`config.mk`:
```
export PLATFORM = sky130hd
export DESIGN_NAME = pcat_merge
export DESIGN_NICKNAME = d
export VERILOG_FILES = /design/src/rtl/core/path_command_absolute_transform_macros.svh /design/src/rtl/core/pcat_pkg.sv /design/src/rtl/core/pcat_merge.sv
export SDC_FILE = /design/constraint.sdc
export NUM_CORES = 1
export LEC_CHECK = 0
export ABC_AREA = 1
export BUFFER_PORTS_ARGS = -buffer_cell sky130_fd_sc_hd__buf_2
export CAP_MARGIN = 0
export CELL_PAD_IN_SITES_DETAIL_PLACEMENT = 1
export CELL_PAD_IN_SITES_GLOBAL_PLACEMENT = 1
export CORE_AREA = 2 2 261 263
export CTS_CLUSTER_DIAMETER = 200
export DETAILED_ROUTE_END_ITERATION = 8
export DIE_AREA = 0 0 263 265
export PLACE_DENSITY_LB_ADDON = 0.1
export SYNTH_ARGS = -nofsm -noshare
export SYNTH_HDL_FRONTEND = slang
export SYNTH_SLANG_ARGS = --single-unit
```
`constraint.sdc`:
```
create_clock -name clk_i -period 11.9 [get_ports clk_i]
set_clock_uncertainty 0.1 [all_clocks]
set_input_delay 0.595 -clock clk_i [delete_from_list [all_inputs] [get_ports clk_i]]
set_output_delay 0.595 -clock clk_i [all_outputs]
set_load 0.02 [all_outputs]
```
`src/rtl/core/path_command_absolute_transform_macros.svh`:
```
// ----------------------------------------------------------------------------
// Path command transform assertion macros
// Concurrent checks that sample on clk_i and are disabled while rst_ni is low.
// ----------------------------------------------------------------------------
`ifndef PATH_COMMAND_ABSOLUTE_TRANSFORM_MACROS_SVH
`define PATH_COMMAND_ABSOLUTE_TRANSFORM_MACROS_SVH

// same-cycle implication
`define PCAT_ASSERT_NOW(lbl, ante, cons, msg) \
  lbl: assert property (@(posedge clk_i) disable iff (!rst_ni) (ante) |-> (cons)) \
    else $error(msg);

// next-cycle implication
`define PCAT_ASSERT_NEXT(lbl, ante, cons, msg) \
  lbl: assert property (@(posedge clk_i) disable iff (!rst_ni) (ante) |=> (cons)) \
    else $error(msg);

`endif

```
`src/rtl/core/pcat_pkg.sv`:
```
// ----------------------------------------------------------------------------
// Path command transform package
// Shared widths, command letters, register indexes, lane control and helpers.
// ----------------------------------------------------------------------------
package pcat_pkg;

  localparam int unsigned MAX_ARGS = 6;
  localparam int unsigned COORD_W  = 32;
  localparam int unsigned ROT_BITS = 14;
  localparam int unsigned SCALE_W  = 24;
  localparam int unsigned TRIG_W   = 16;
  localparam int unsigned CNT_W    = 3;
  localparam int unsigned CMD_W    = 7;
  localparam int unsigned CFG_W    = 24;
  localparam int unsigned IDX_W    = 2;

  localparam logic [CMD_W-1:0] CMD_M_REL   = 7'h6d;
  localparam logic [CMD_W-1:0] CMD_L_REL   = 7'h6c;
  localparam logic [CMD_W-1:0] CMD_Q_REL   = 7'h71;
  localparam logic [CMD_W-1:0] CMD_T_REL   = 7'h74;
  localparam logic [CMD_W-1:0] CMD_C_REL   = 7'h63;
  localparam logic [CMD_W-1:0] CMD_S_REL   = 7'h73;
  localparam logic [CMD_W-1:0] CMD_Z_REL   = 7'h7a;
  localparam logic [CMD_W-1:0] CMD_V_REL   = 7'h76;
  localparam logic [CMD_W-1:0] CMD_V_ABS   = 7'h56;
  localparam logic [CMD_W-1:0] CMD_H_REL   = 7'h68;
  localparam logic [CMD_W-1:0] CMD_H_ABS   = 7'h48;
  localparam logic [CMD_W-1:0] CMD_L_ABS   = 7'h4c;
  localparam logic [CMD_W-1:0] CASE_OFFSET = 7'h20;

  typedef logic signed [COORD_W-1:0] coord_t;

  typedef enum logic [IDX_W-1:0] {
    REG_SCALE  = 2'd0,
    REG_ROT_EN = 2'd1,
    REG_COS    = 2'd2,
    REG_SIN    = 2'd3
  } reg_idx_e;

  typedef struct packed {
    logic load;
    logic clear_pen;
    logic step;
    logic commit;
    logic rot_mul;
  } lane_ctrl_t;

  function automatic coord_t sat32(input logic signed [63:0] v);
    coord_t r;
    if (v > 64'sh0000_0000_7fff_ffff) begin
      r = 32'sh7fff_ffff;
    end else if (v < -64'sh0000_0000_8000_0000) begin
      r = 32'sh8000_0000;
    end else begin
      r = v[COORD_W-1:0];
    end
    return r;
  endfunction

  function automatic logic is_pair_cmd(input logic [CMD_W-1:0] c);
    return (c == CMD_M_REL) || (c == CMD_L_REL) || (c == CMD_Q_REL) ||
           (c == CMD_T_REL) || (c == CMD_C_REL) || (c == CMD_S_REL) ||
           (c == CMD_Z_REL);
  endfunction

  function automatic logic is_hv_cmd(input logic [CMD_W-1:0] c);
    return (c == CMD_H_REL) || (c == CMD_H_ABS) || (c == CMD_V_REL) || (c == CMD_V_ABS);
  endfunction

endpackage

```
`src/rtl/core/pcat_merge.sv`:
```
// ----------------------------------------------------------------------------
// Path command transform merge stage
// Combines lane values into the converted command, walks relative H/V
// arguments, and holds the pen position.
// ----------------------------------------------------------------------------
module pcat_merge import pcat_pkg::*; #(
  parameter int unsigned NARGS = 6
) (
  input  logic                    clk_i,
  input  logic                    rst_ni,
  input  lane_ctrl_t              ctrl_i,
  input  logic [CMD_W-1:0]        cmd_i,
  input  logic [CNT_W-1:0]        n_i,
  input  logic                    rot_en_i,
  input  coord_t [NARGS-1:0]      a_i,
  input  coord_t [NARGS-1:0]      off_i,
  output coord_t                  pen_x_o,
  output coord_t                  pen_y_o,
  output coord_t [NARGS-1:0]      res_o,
  output logic [NARGS/2-1:0]      rot_o,
  output logic                    done_o,
  output logic [CMD_W-1:0]        cmd_o,
  output logic [CNT_W-1:0]        cnt_o
);

  localparam int unsigned NPAIRS = NARGS / 2;
  localparam int unsigned IW     = $clog2(NARGS);

  coord_t pen_x_q, pen_y_q, acc_q;
  logic [CNT_W-1:0] idx_q, cnt_q;
  logic [CMD_W-1:0] cmd_q;

  logic is_pair, is_hv, horiz, rel_hv;
  logic [CNT_W-1:0] sel_addr, cnt;
  coord_t a_sel, pen_sel, acc_base, acc_d, hv_val, pen_x_d, pen_y_d, base;
  logic [CMD_W-1:0] cmd_d;

  always_comb begin
    is_pair  = is_pair_cmd(cmd_i);
    is_hv    = is_hv_cmd(cmd_i);
    horiz    = (cmd_i == CMD_H_REL) || (cmd_i == CMD_H_ABS);
    rel_hv   = (cmd_i == CMD_H_REL) || (cmd_i == CMD_V_REL);
    sel_addr = rel_hv ? idx_q : (n_i - 3'd1);
    a_sel    = a_i[sel_addr[IW-1:0]];
    pen_sel  = horiz ? pen_x_q : pen_y_q;
    acc_base = (idx_q == '0) ? pen_sel : acc_q;
    acc_d    = sat32(64'(acc_base) + 64'(a_sel));
    if (n_i == '0) begin
      hv_val = pen_sel;
    end else begin
      hv_val = rel_hv ? acc_q : a_sel;
    end
    done_o = !rel_hv || (idx_q == n_i);
    cnt    = is_hv ? 3'd2 : n_i;

    res_o = '0;
    for (int i = 0; i < NARGS; i++) begin
      base = (is_pair && (3'(i >> 1) < (n_i >> 1))) ? off_i[i] : a_i[i];
      if (3'(i) < cnt) begin
        res_o[i] = base;
      end
    end
    if (is_hv) begin
      res_o    = '0;
      res_o[0] = horiz ? hv_val : pen_x_q;
      res_o[1] = horiz ? pen_y_q : hv_val;
    end

    pen_x_d = pen_x_q;
    pen_y_d = pen_y_q;
    if (cnt >= 3'd2) begin
      for (int i = 0; i < NARGS - 1; i++) begin
        if (3'(i) == (cnt - 3'd2)) begin
          pen_x_d = res_o[i];
          pen_y_d = res_o[i+1];
        end
      end
    end

    for (int p = 0; p < NPAIRS; p++) begin
      rot_o[p] = rot_en_i && (3'(p) < (cnt >> 1));
    end

    if (is_pair) begin
      cmd_d = cmd_i - CASE_OFFSET;
    end else if (is_hv) begin
      cmd_d = CMD_L_ABS;
    end else begin
      cmd_d = cmd_i;
    end
  end

  always_ff @(posedge clk_i or negedge rst_ni) begin
    if (!rst_ni) begin
      pen_x_q <= '0;
      pen_y_q <= '0;
      idx_q   <= '0;
    end else begin
      if (ctrl_i.load) begin
        idx_q <= '0;
        if (ctrl_i.clear_pen) begin
          pen_x_q <= '0;
          pen_y_q <= '0;
        end
      end else if (ctrl_i.step && !done_o) begin
        idx_q <= idx_q + 3'd1;
      end else if (ctrl_i.commit) begin
        pen_x_q <= pen_x_d;
        pen_y_q <= pen_y_d;
      end
    end
  end

  always_ff @(posedge clk_i) begin
    if (ctrl_i.step && !done_o) begin
      acc_q <= acc_d;
    end
    if (ctrl_i.commit) begin
      cmd_q <= cmd_d;
      cnt_q <= cnt;
    end
  end

  assign pen_x_o = pen_x_q;
  assign pen_y_o = pen_y_q;
  assign cmd_o   = cmd_q;
  assign cnt_o   = cnt_q;

endmodule

```
**Yosys cells after proc, flatten, opt, wreduce, memory -nomap -nowiden**

Cells that the tools add are included.

- Reduce and logical (&&, ||, !) cells: 28
- Muxes and demuxes: 47
- Magnitude comparators: 16
- Eq/ne operators: 18
- Add/sub/neg operators: 5

Operator list:

| cell | number |
|---|---|
| two-way mux 32 bit | 39 |
| two-way mux 192 bit | 1 |
| binary-select mux 32 bit (select 3 bit) | 1 |
| equality test 7 bit (second input constant) | 11 |
| adder 32 x 32 -> 33 bit | 1 |
| greater-than comparator 33 x 32 -> 1 bit (second input constant) | 1 |
| less-than comparator 33 x 32 -> 1 bit (second input constant) | 1 |
| two-way mux 7 bit | 2 |
| two-way mux 3 bit | 4 |
| logical OR 1 bit | 11 |
| zero test 3 bit | 3 |
| less-than comparator 1 x 2 -> 1 bit (first input constant) | 4 |
| logical AND 1 bit | 7 |
| subtractor 7 x 6 -> 7 bit (second input constant) | 1 |
| equality test 2 x 3 -> 1 bit (first input constant) | 2 |
| less-than comparator 1 x 3 -> 1 bit (first input constant) | 2 |
| less-than comparator 2 x 3 -> 1 bit (first input constant) | 2 |
| less-than comparator 3 bit (first input constant) | 2 |
| nonzero test 2 bit | 3 |
| nonzero test 6 bit | 1 |
| AND reduction 5 bit | 1 |
| less-than comparator 2 bit (first input constant) | 2 |
| less-than comparator 3 x 4 -> 1 bit (second input constant) | 1 |
| inequality test 2 bit (second input constant) | 2 |
| 8 further kinds | 9 |

- Bits in registers: 109
- Input bits: 402
- Word-level logic and storage cells: 120

**Logic depth before layout (Yosys ltp)**

Gate-level depths: netlist of run 1.

- Depth after elaboration: 20
- Gate-level depth with buffers: 32

**Worst setup path after synthesis of run 1**

Ideal clock, no wire load.

- Path type: input to register
- Start: input n_i[0]
- End: register acc_q[21], data pin
- Setup time: 0.258 ns
- Setup slack: 7.043 ns
- Arrival time: 4.498 ns
- Cell stages on the path: 30
- Buffers on the path: 5
- Data required time: 11.542 ns
- Cells stage by stage: buf_2 inv_1 ha_1 nand3_1 nand2_1 buf_4 buf_4 nand2_1 nand3_1 nand3_1 and2_1 ha_1 inv_1 fa_1 o21ai_1 a21oi_1 o21ai_2 nand2_1 nand2_1 nand2_1 nand2_1 inv_1 o21ai_2 nand3_1 nand2_1 xor2_1 or2_1 buf_2 buf_2 nand2_1

- Longest elaborated chain between the ends: 7
- Elaborated cells on any way between the ends: 8
- Classes of those cells: add/sub (2); order compare (2); mux (4)

RTL lines:

| what | RTL line | text |
|---|---|---|
| from (decl) | pcat_merge.sv:13 | `input logic [CNT_W-1:0] n_i,` |
| subtractor 3 x 1 -> 3 bit * | pcat_merge.sv:43 | `sel_addr = rel_hv ? idx_q : (n_i - 3'd1);` |
| two-way mux 3 bit * | pcat_merge.sv:43 |  |
| binary-select mux 32 bit (select 3 bit) * | pcat_merge.sv:44 | `a_sel = a_i[sel_addr[IW-1:0]];` |
| two-way mux 32 bit (not written as such) * | pcat_merge.sv:44 |  |
| adder 32 x 32 -> 33 bit * | pcat_merge.sv:47 | `acc_d = sat32(64'(acc_base) + 64'(a_sel));` |
| less-than comparator 33 x 32 -> 1 bit | pcat_pkg.sv:52 | `end else if (v < -64'sh0000_0000_8000_0000) begin` |
| two-way mux 32 bit | pcat_pkg.sv:52 |  |
| to (signal assigned) | pcat_merge.sv:116 | `acc_q <= acc_d;` |
| to (decl) | pcat_merge.sv:29 | `coord_t pen_x_q, pen_y_q, acc_q;` |

Every way passes the cells marked *; elsewhere a longest branch is shown, timed or not. The select of a mux whose other input is x is not followed.
A chain may end at the register's enable or synchronous reset.

**Worst setup path in the final report of run 1**

- Start: input n_i[0]
- End: register acc_q[18], data pin

Same word-level chain as after synthesis.

==> results.yml, run 1 <==
yosys:
  synth_seq_cells: 109
  ys_top_cells_by_count: "nand2_1, nor2_1, inv_1, o21ai_0, nand3_1"
  synth.top_cell.area_share_pct: 20.1
  async_flop_share_pct: 61.5
  syn-num-nets: 3649
  synth_most_common_cell: "nand2_1"
  syn_area_um2: 17300
  synth_cells: 3205
  synth_ff_type: "dfrtp_1"
  synth_cell_types: 54
  postSynthAreaPerCell_um2: 5.39
  yosysWarnings: 0
  synth_seq_area_share_pct: 17.0
  synth_enable_flop_cells: 42
  yosys-top-cells-area: "nand2_1, dfrtp_1, nor2_1"
  synth_area_leader_cell: "nand2_1"
place:
  preCtsSetupSlack_ps: 4500
  hpwl_mm: 95.5
  port_buffers: 670
  place_congestion: 0.958
timing:
  setup_viol: 0
  timing.final.ws_setup_ps: 4850
  period_needed_ps: 7050
  rsz0062_at_grt: "false"
  max-slew-margin-rel_pct: 31.5
  period_share_pct: 59.2
  slew_viol_final: 0
  worst_pin_slew_ps: 1020
  hold_viol: 0
  fmax_ghz: 0.142
  setup_tns_ps: 0
pwr:
  switching_share_pct: 53.6
  ir_worst_vdd_uv: 71.7
  p_leak_uw: 0.0124
  p_int_uw: 1010
  p_switching_uw: 1170
  p_per_area_nw_per_um2: 101
  pwr-share-comb_pct: 60.3
  pwr-share-seq_pct: 23.4
  clock_power_share_pct: 16.3
clocking:
  cts_sinks: 109
  htree_levels: 3
  clk_path_buf_depth: 2
  worstSkewPairLatency_ps: 410
  hold_buffers: 0
  cts.clk_slew.worst_paths_ps: 90
  ctsResizeCount: 0
  cts_setup_buffers: 0
  cts_tree: "built"
  root_buffer: "clkbuf_16"
  cts_buffers: 9
drt:
  wl_per_cell_um: 25.8
  drc_errors: 0
  first_pass_iters: 5
  viasPerCell: 5.21
  ant_nets: 0
  first_iter_violations: 2217
  routed_wl_mm: 119
  vias: 24000
grt:
  antenna_found_initial: 15
  grt_pass1_wl_mm: 167
  first_global_vias: 23000
  overflow: 0
  grt_usage_pct: 32.8
  grt_max_degree: 76
worst_setup_path:
  crit_required_ps: 11950
  crit_path_start_kind: "input pin"
  arrival_ps: 7090
  cp-end-kind: "flip-flop"
  cp_max_fo: 71
  crit_type: "input pin to flip-flop"
die:
  pin_count: 672
  initial_core_util_pct: 25.9
  design.die.area_um2: 69700
  core_area_um2: 66800
  die_h_um: 265
  rows: 95
  fp.dieW_um: 263
final_layout:
  nets: 4164
  drive_above_1_share_pct: 21.1
  syn_to_final_growth_pct: 24.4
min_path:
  holdCritPathClass: "input pin to async pin"
outcome:
  status: "finished clean"
run:
  drv_cap: 0
## power by group through the flow
stage	clock network, uW	registers (uW)	logic (uW)
after floorplan	0	524	736
after global placement	0	513	1280
after detailed placement	0	514	1290
after CTS	364	506	1300
after global routing	372	512	1430
final	354	510	1310
## cells by family after synthesis
kind of cell             share of synthesized area, %
AO/OA/AOI/OAI                                    20.5
XOR/XNOR                                         1.62
adder cells (fa/ha/maj)                          3.09
buffers and inverters                            14.0
flip-flops                                       17.0
multiplexers                                     1.62
AND/OR/NAND/NOR                                  42.2
## cell usage in the layout, fill, tap and decap left out, drive strengths merged
cell type / count
fa: 1
or2: 13
o31ai: 1
nand3b: 4
o21a: 36
clkbuf: 9
o21ai: 316
and2: 56
a221o: 1
or3: 20
nand2: 935
ha: 41
o21bai: 5
o22ai: 4
a21oi: 200
xnor2: 8
o221ai: 2
nor4: 2
nor2: 412
a211oi: 3
nand4: 5
clkinv: 5
and3: 4
dfrtp: 67
buf: 707
xor2: 24
inv: 410
diode: 5
nand3: 248
edfxtp: 42
a221oi: 2
o211ai: 66
a21boi: 2
mux2i: 28
a31oi: 3
nor3: 42
bufinv: 1
## path summary, 6_finish.rpt
kind | start | endpoint | slack, ps | cells after the start
max | n_i[0] | acc_q[18]$_SDFFCE_PN1P_ | 4850 | 28
min | rst_ni | pen_y_o[29]$_DFFE_PN0P_ | 30 | 1
max reg2reg | idx_q[1]$_DFFE_PN0P_ | acc_q[18]$_SDFFCE_PN1P_ | 6070 | 25
min reg2reg | pen_x_o[2]$_DFFE_PN0P_ | pen_x_o[2]$_DFFE_PN0P_ | 450 | 2
max in group asynchronous | rst_ni | pen_x_o[13]$_DFFE_PN0P_ | 10570 | 2
min in group clk_i | cmd_i[6] | cmd_o[6]$_DFFE_PP_ | 320 | 1
## area by class of cell
type                       count  area, um2
fill                        9263      45300
timing repair buffer         707       3630
clock buffer                   9        225
multi-input combinational   2484      12000
sequential                   109       2940
inverter                     409       1540
tap                          873       1090
clock inverter                 7       80.1
antenna                        5       12.5
## through the flow
stage          cell area, um2  std cells  hold slack [ps]  util (%)  total power (uW)
2_1_floorplan           17300       3205              199         -              1260
6_report                21500       4603             29.3      32.2              2180
3_5_place_dp            21200       4582              419      31.7              1800
3_3_place_gp            21200       4582              420      31.7              1800
5_1_grt                 21500       4603             59.7      32.2              2310
4_1_cts                 21500       4598             33.3      32.2              2170
## worst max-delay path, cell delays in order
cell and delay, ps:
buf_2 70, buf_4 500, inv_1 380, ha_1 420, nand3_1 240, nand2_4 680
buf_4 530, o211ai_1 380, nand2_1 170, and2_1 140, ha_1 180, inv_1 70
fa_1 460, o21ai_1 220, a21oi_1 120, o21ai_2 220, nand2_1 80, nand2_1 60
nand2_1 40, nand2_1 120, inv_1 70, o21ai_2 240, nand3_1 110, nand2_1 90
xor2_1 200, or2_1 130, buf_4 350, nand2_1 100
## state kept, by name, indices dropped and copies added, names as in the netlist
register,cells
acc_q,32
pen_x_o,32
cmd_o,7
pen_y_o,32
idx_q,3
cnt_o,3
## layer usage
metal,global-route usage [%],vias up,wire length (um)
met1,48.3,11600,55800
met4,6.67,2,2260
met2,49.5,1000,50800
met5,0,-,8
met3,6.19,98,9730
li1,-,11300,-
Power figures use the tool's default switching activity.
==> run 2: changes to the inputs <==
--- a/config.mk
+++ b/config.mk
@@ -10,10 +10,10 @@
 export CAP_MARGIN = 0
 export CELL_PAD_IN_SITES_DETAIL_PLACEMENT = 1
 export CELL_PAD_IN_SITES_GLOBAL_PLACEMENT = 1
-export CORE_AREA = 2 2 261 263
+export CORE_AREA = 2 2 258 260
 export CTS_CLUSTER_DIAMETER = 200
 export DETAILED_ROUTE_END_ITERATION = 8
-export DIE_AREA = 0 0 263 265
+export DIE_AREA = 0 0 260 262
 export PLACE_DENSITY_LB_ADDON = 0.1
 export SYNTH_ARGS = -nofsm -noshare
 export SYNTH_HDL_FRONTEND = slang
==> constraint.sdc (replaced) <==
create_clock -name clk_i -period 6.35 [get_ports clk_i]
set_clock_uncertainty 0.1 [all_clocks]
set_input_delay 0.3175 -clock clk_i [delete_from_list [all_inputs] [get_ports clk_i]]
set_output_delay 0.3175 -clock clk_i [all_outputs]
set_load 0.02 [all_outputs]
==> run 2 against run 1 <==
Against the previous run:
- flip-flop and latch count unchanged
- critical path depth unchanged
- via count up 1.7%
- die area down 2.3%
- global-route usage up 0.94 points
- worst setup slack worse by 3700 ps
- first-iteration DRC count up 17%
- routed wire length up 0.91%
- design area up 1.0%
- sequential power up 87%
- critical path type unchanged
- largest power group unchanged
==> results.yml, run 2 (synthesis results as in run 1) <==
pwr:
  p_total_uw: 4150
  p_int_uw: 1890
  pwr-share-seq_pct: 23.0
  pwr-share-comb_pct: 60.6
  p_switching_uw: 2250
  ir_worst_vdd_uv: 108
  clock_power_share_pct: 16.4
  p_per_area_nw_per_um2: 191
  switching_share_pct: 54.4
  p_leak_uw: 0.0125
worst_setup_path:
  r2r_start: "idx_q[1]$_DFFE_PN0P_"
  path_common_cell: "nand2_1"
  crit_start: "cmd_i[0]"
  crit_required_ps: 6420
  path_buf_inv: 6
  cp-end-kind: "flip-flop"
  crit_type: "input pin to flip-flop"
  r2r_slack_ps: 1430
  cp_top_family: "simple AND/OR/NAND/NOR gates"
  arrival_ps: 5220
  slowest_stage: "o21ai_2"
  cp_max_fo: 19
  crit_path_start_kind: "input pin"
  max_stage_delay_ps: 660
die:
  core_area_um2: 65300
  rows: 94
  fp.dieW_um: 260
  design.die.area_um2: 68100
  die_h_um: 262
  initial_core_util_pct: 26.5
  pin_count: 672
drt:
  wl_per_cell_um: 25.9
  first_pass_iters: 7
  drc_errors: 0
  ant_nets: 0
  routed_wl_mm: 120
  viasPerCell: 5.28
  first_iter_violations: 2583
  vias: 24400
final_layout:
  final_common_cell: "nand2_1"
  syn_to_final_growth_pct: 25.7
  multi_input_area_um2: 12000
  drive_above_1_share_pct: 21.5
  nets: 4183
  num-fill-cells: 9215
  fin_util_pct: 33.3
  layout_common_cells: "nand2_1, buf_2, nor2_1"
  seq_area_um2: 2940
grt:
  grt_pass1_wl_mm: 166
  grt_usage_pct: 33.8
  grt_max_degree: 105
  first_global_vias: 22800
  antenna_found_initial: 20
  overflow: 0
timing:
  worst_pin_slew_ps: 1110
  setup_viol: 0
  period_needed_ps: 5150
  period_share_pct: 81.1
  setup_tns_ps: 0
  slew_viol_final: 0
  hold_viol: 0
  timing.final.ws_setup_ps: 1200
  max-slew-margin-rel_pct: 25.6
  fmax_ghz: 0.194
  whs_ps: 35.7
  rsz0062_at_grt: "false"
min_path:
  holdCritPathClass: "input pin to flip-flop"
  hp-start: "cmd_i[6]"
place:
  place_congestion: 0.961
  preCtsSetupSlack_ps: 814
  hpwl_mm: 97.3
  port_buffers: 670
clocking:
  cts_setup_buffers: 0
  worstSkewPairLatency_ps: 420
  clk_path_buf_depth: 2
  cts_tree: "built"
  root_buffer: "clkbuf_16"
  cts_sinks: 109
  cts.clk_slew.worst_paths_ps: 90
  cts_buffers: 9
  htree_levels: 3
outcome:
  status: "finished clean"
run:
  drv_cap: 0
-- run 2: changes by cell type in the layout (fill, tap and decap cells not counted) --
cell	previous run	this run
buf_12	0	4
buf_4	38	52
bufinv_16	1	0
clkinv_2	3	1
clkinv_8	0	1
diode_2	5	14
dlygate4sd3_1	0	1
inv_12	0	3
inv_8	2	1
-- run 2: routing by layer --
metal	track usage [%]	part of all wire, %
met1	50.2	47
met2	50.1	42
met3	5.68	8.7
met4	8.35	2.3
met5	0	0.035
-- run 2: final timing paths --
kind	endpoint	cells past startpoint
max	acc_q[29]$_SDFFCE_PN1P_	28
min	cmd_o[6]$_DFFE_PP_	1
max reg2reg	acc_q[29]$_SDFFCE_PN1P_	22
min reg2reg	pen_y_o[18]$_DFFE_PN0P_	2
max in group asynchronous	pen_x_o[19]$_DFFE_PN0P_	3
min in group asynchronous	pen_y_o[22]$_DFFE_PN0P_	2
-- run 2: power by group through the flow --
stage	Combinational [uW]	Clock (uW)	Sequential [uW]
finish	2510	680	952
global route	2720	706	954
CTS	2470	690	944
detailed placement	2460	0	958
global placement	2450	0	959
floorplan	1380	0	983
-- run 2: area by class of cell --
| class | count | area share (%) |
|---|---|---|
| Antenna cell | 14 | 0.161 |
| Clock buffer | 9 | 1.04 |
| Clock inverter | 7 | 0.432 |
| Inverter | 409 | 7.08 |
| Multi-Input combinational cell | 2484 | 55.2 |
| Sequential cell | 109 | 13.5 |
| Tap cell | 864 | 4.98 |
| Timing Repair Buffer | 726 | 17.6 |
-- run 2: timing repair --
action,in CTS,in global routing
endpoints found under the hold margin,22,0
hold buffers,1,0
gates resized for setup,0,0
-- run 2: per-stage QoR --
step | instances | area (um2)
2_1_floorplan | 3205 | 17300
3_3_place_gp | 4591 | 21400
3_5_place_dp | 4591 | 21400
4_1_cts | 4608 | 21700
5_1_grt | 4619 | 21700
6_report | 4622 | 21700
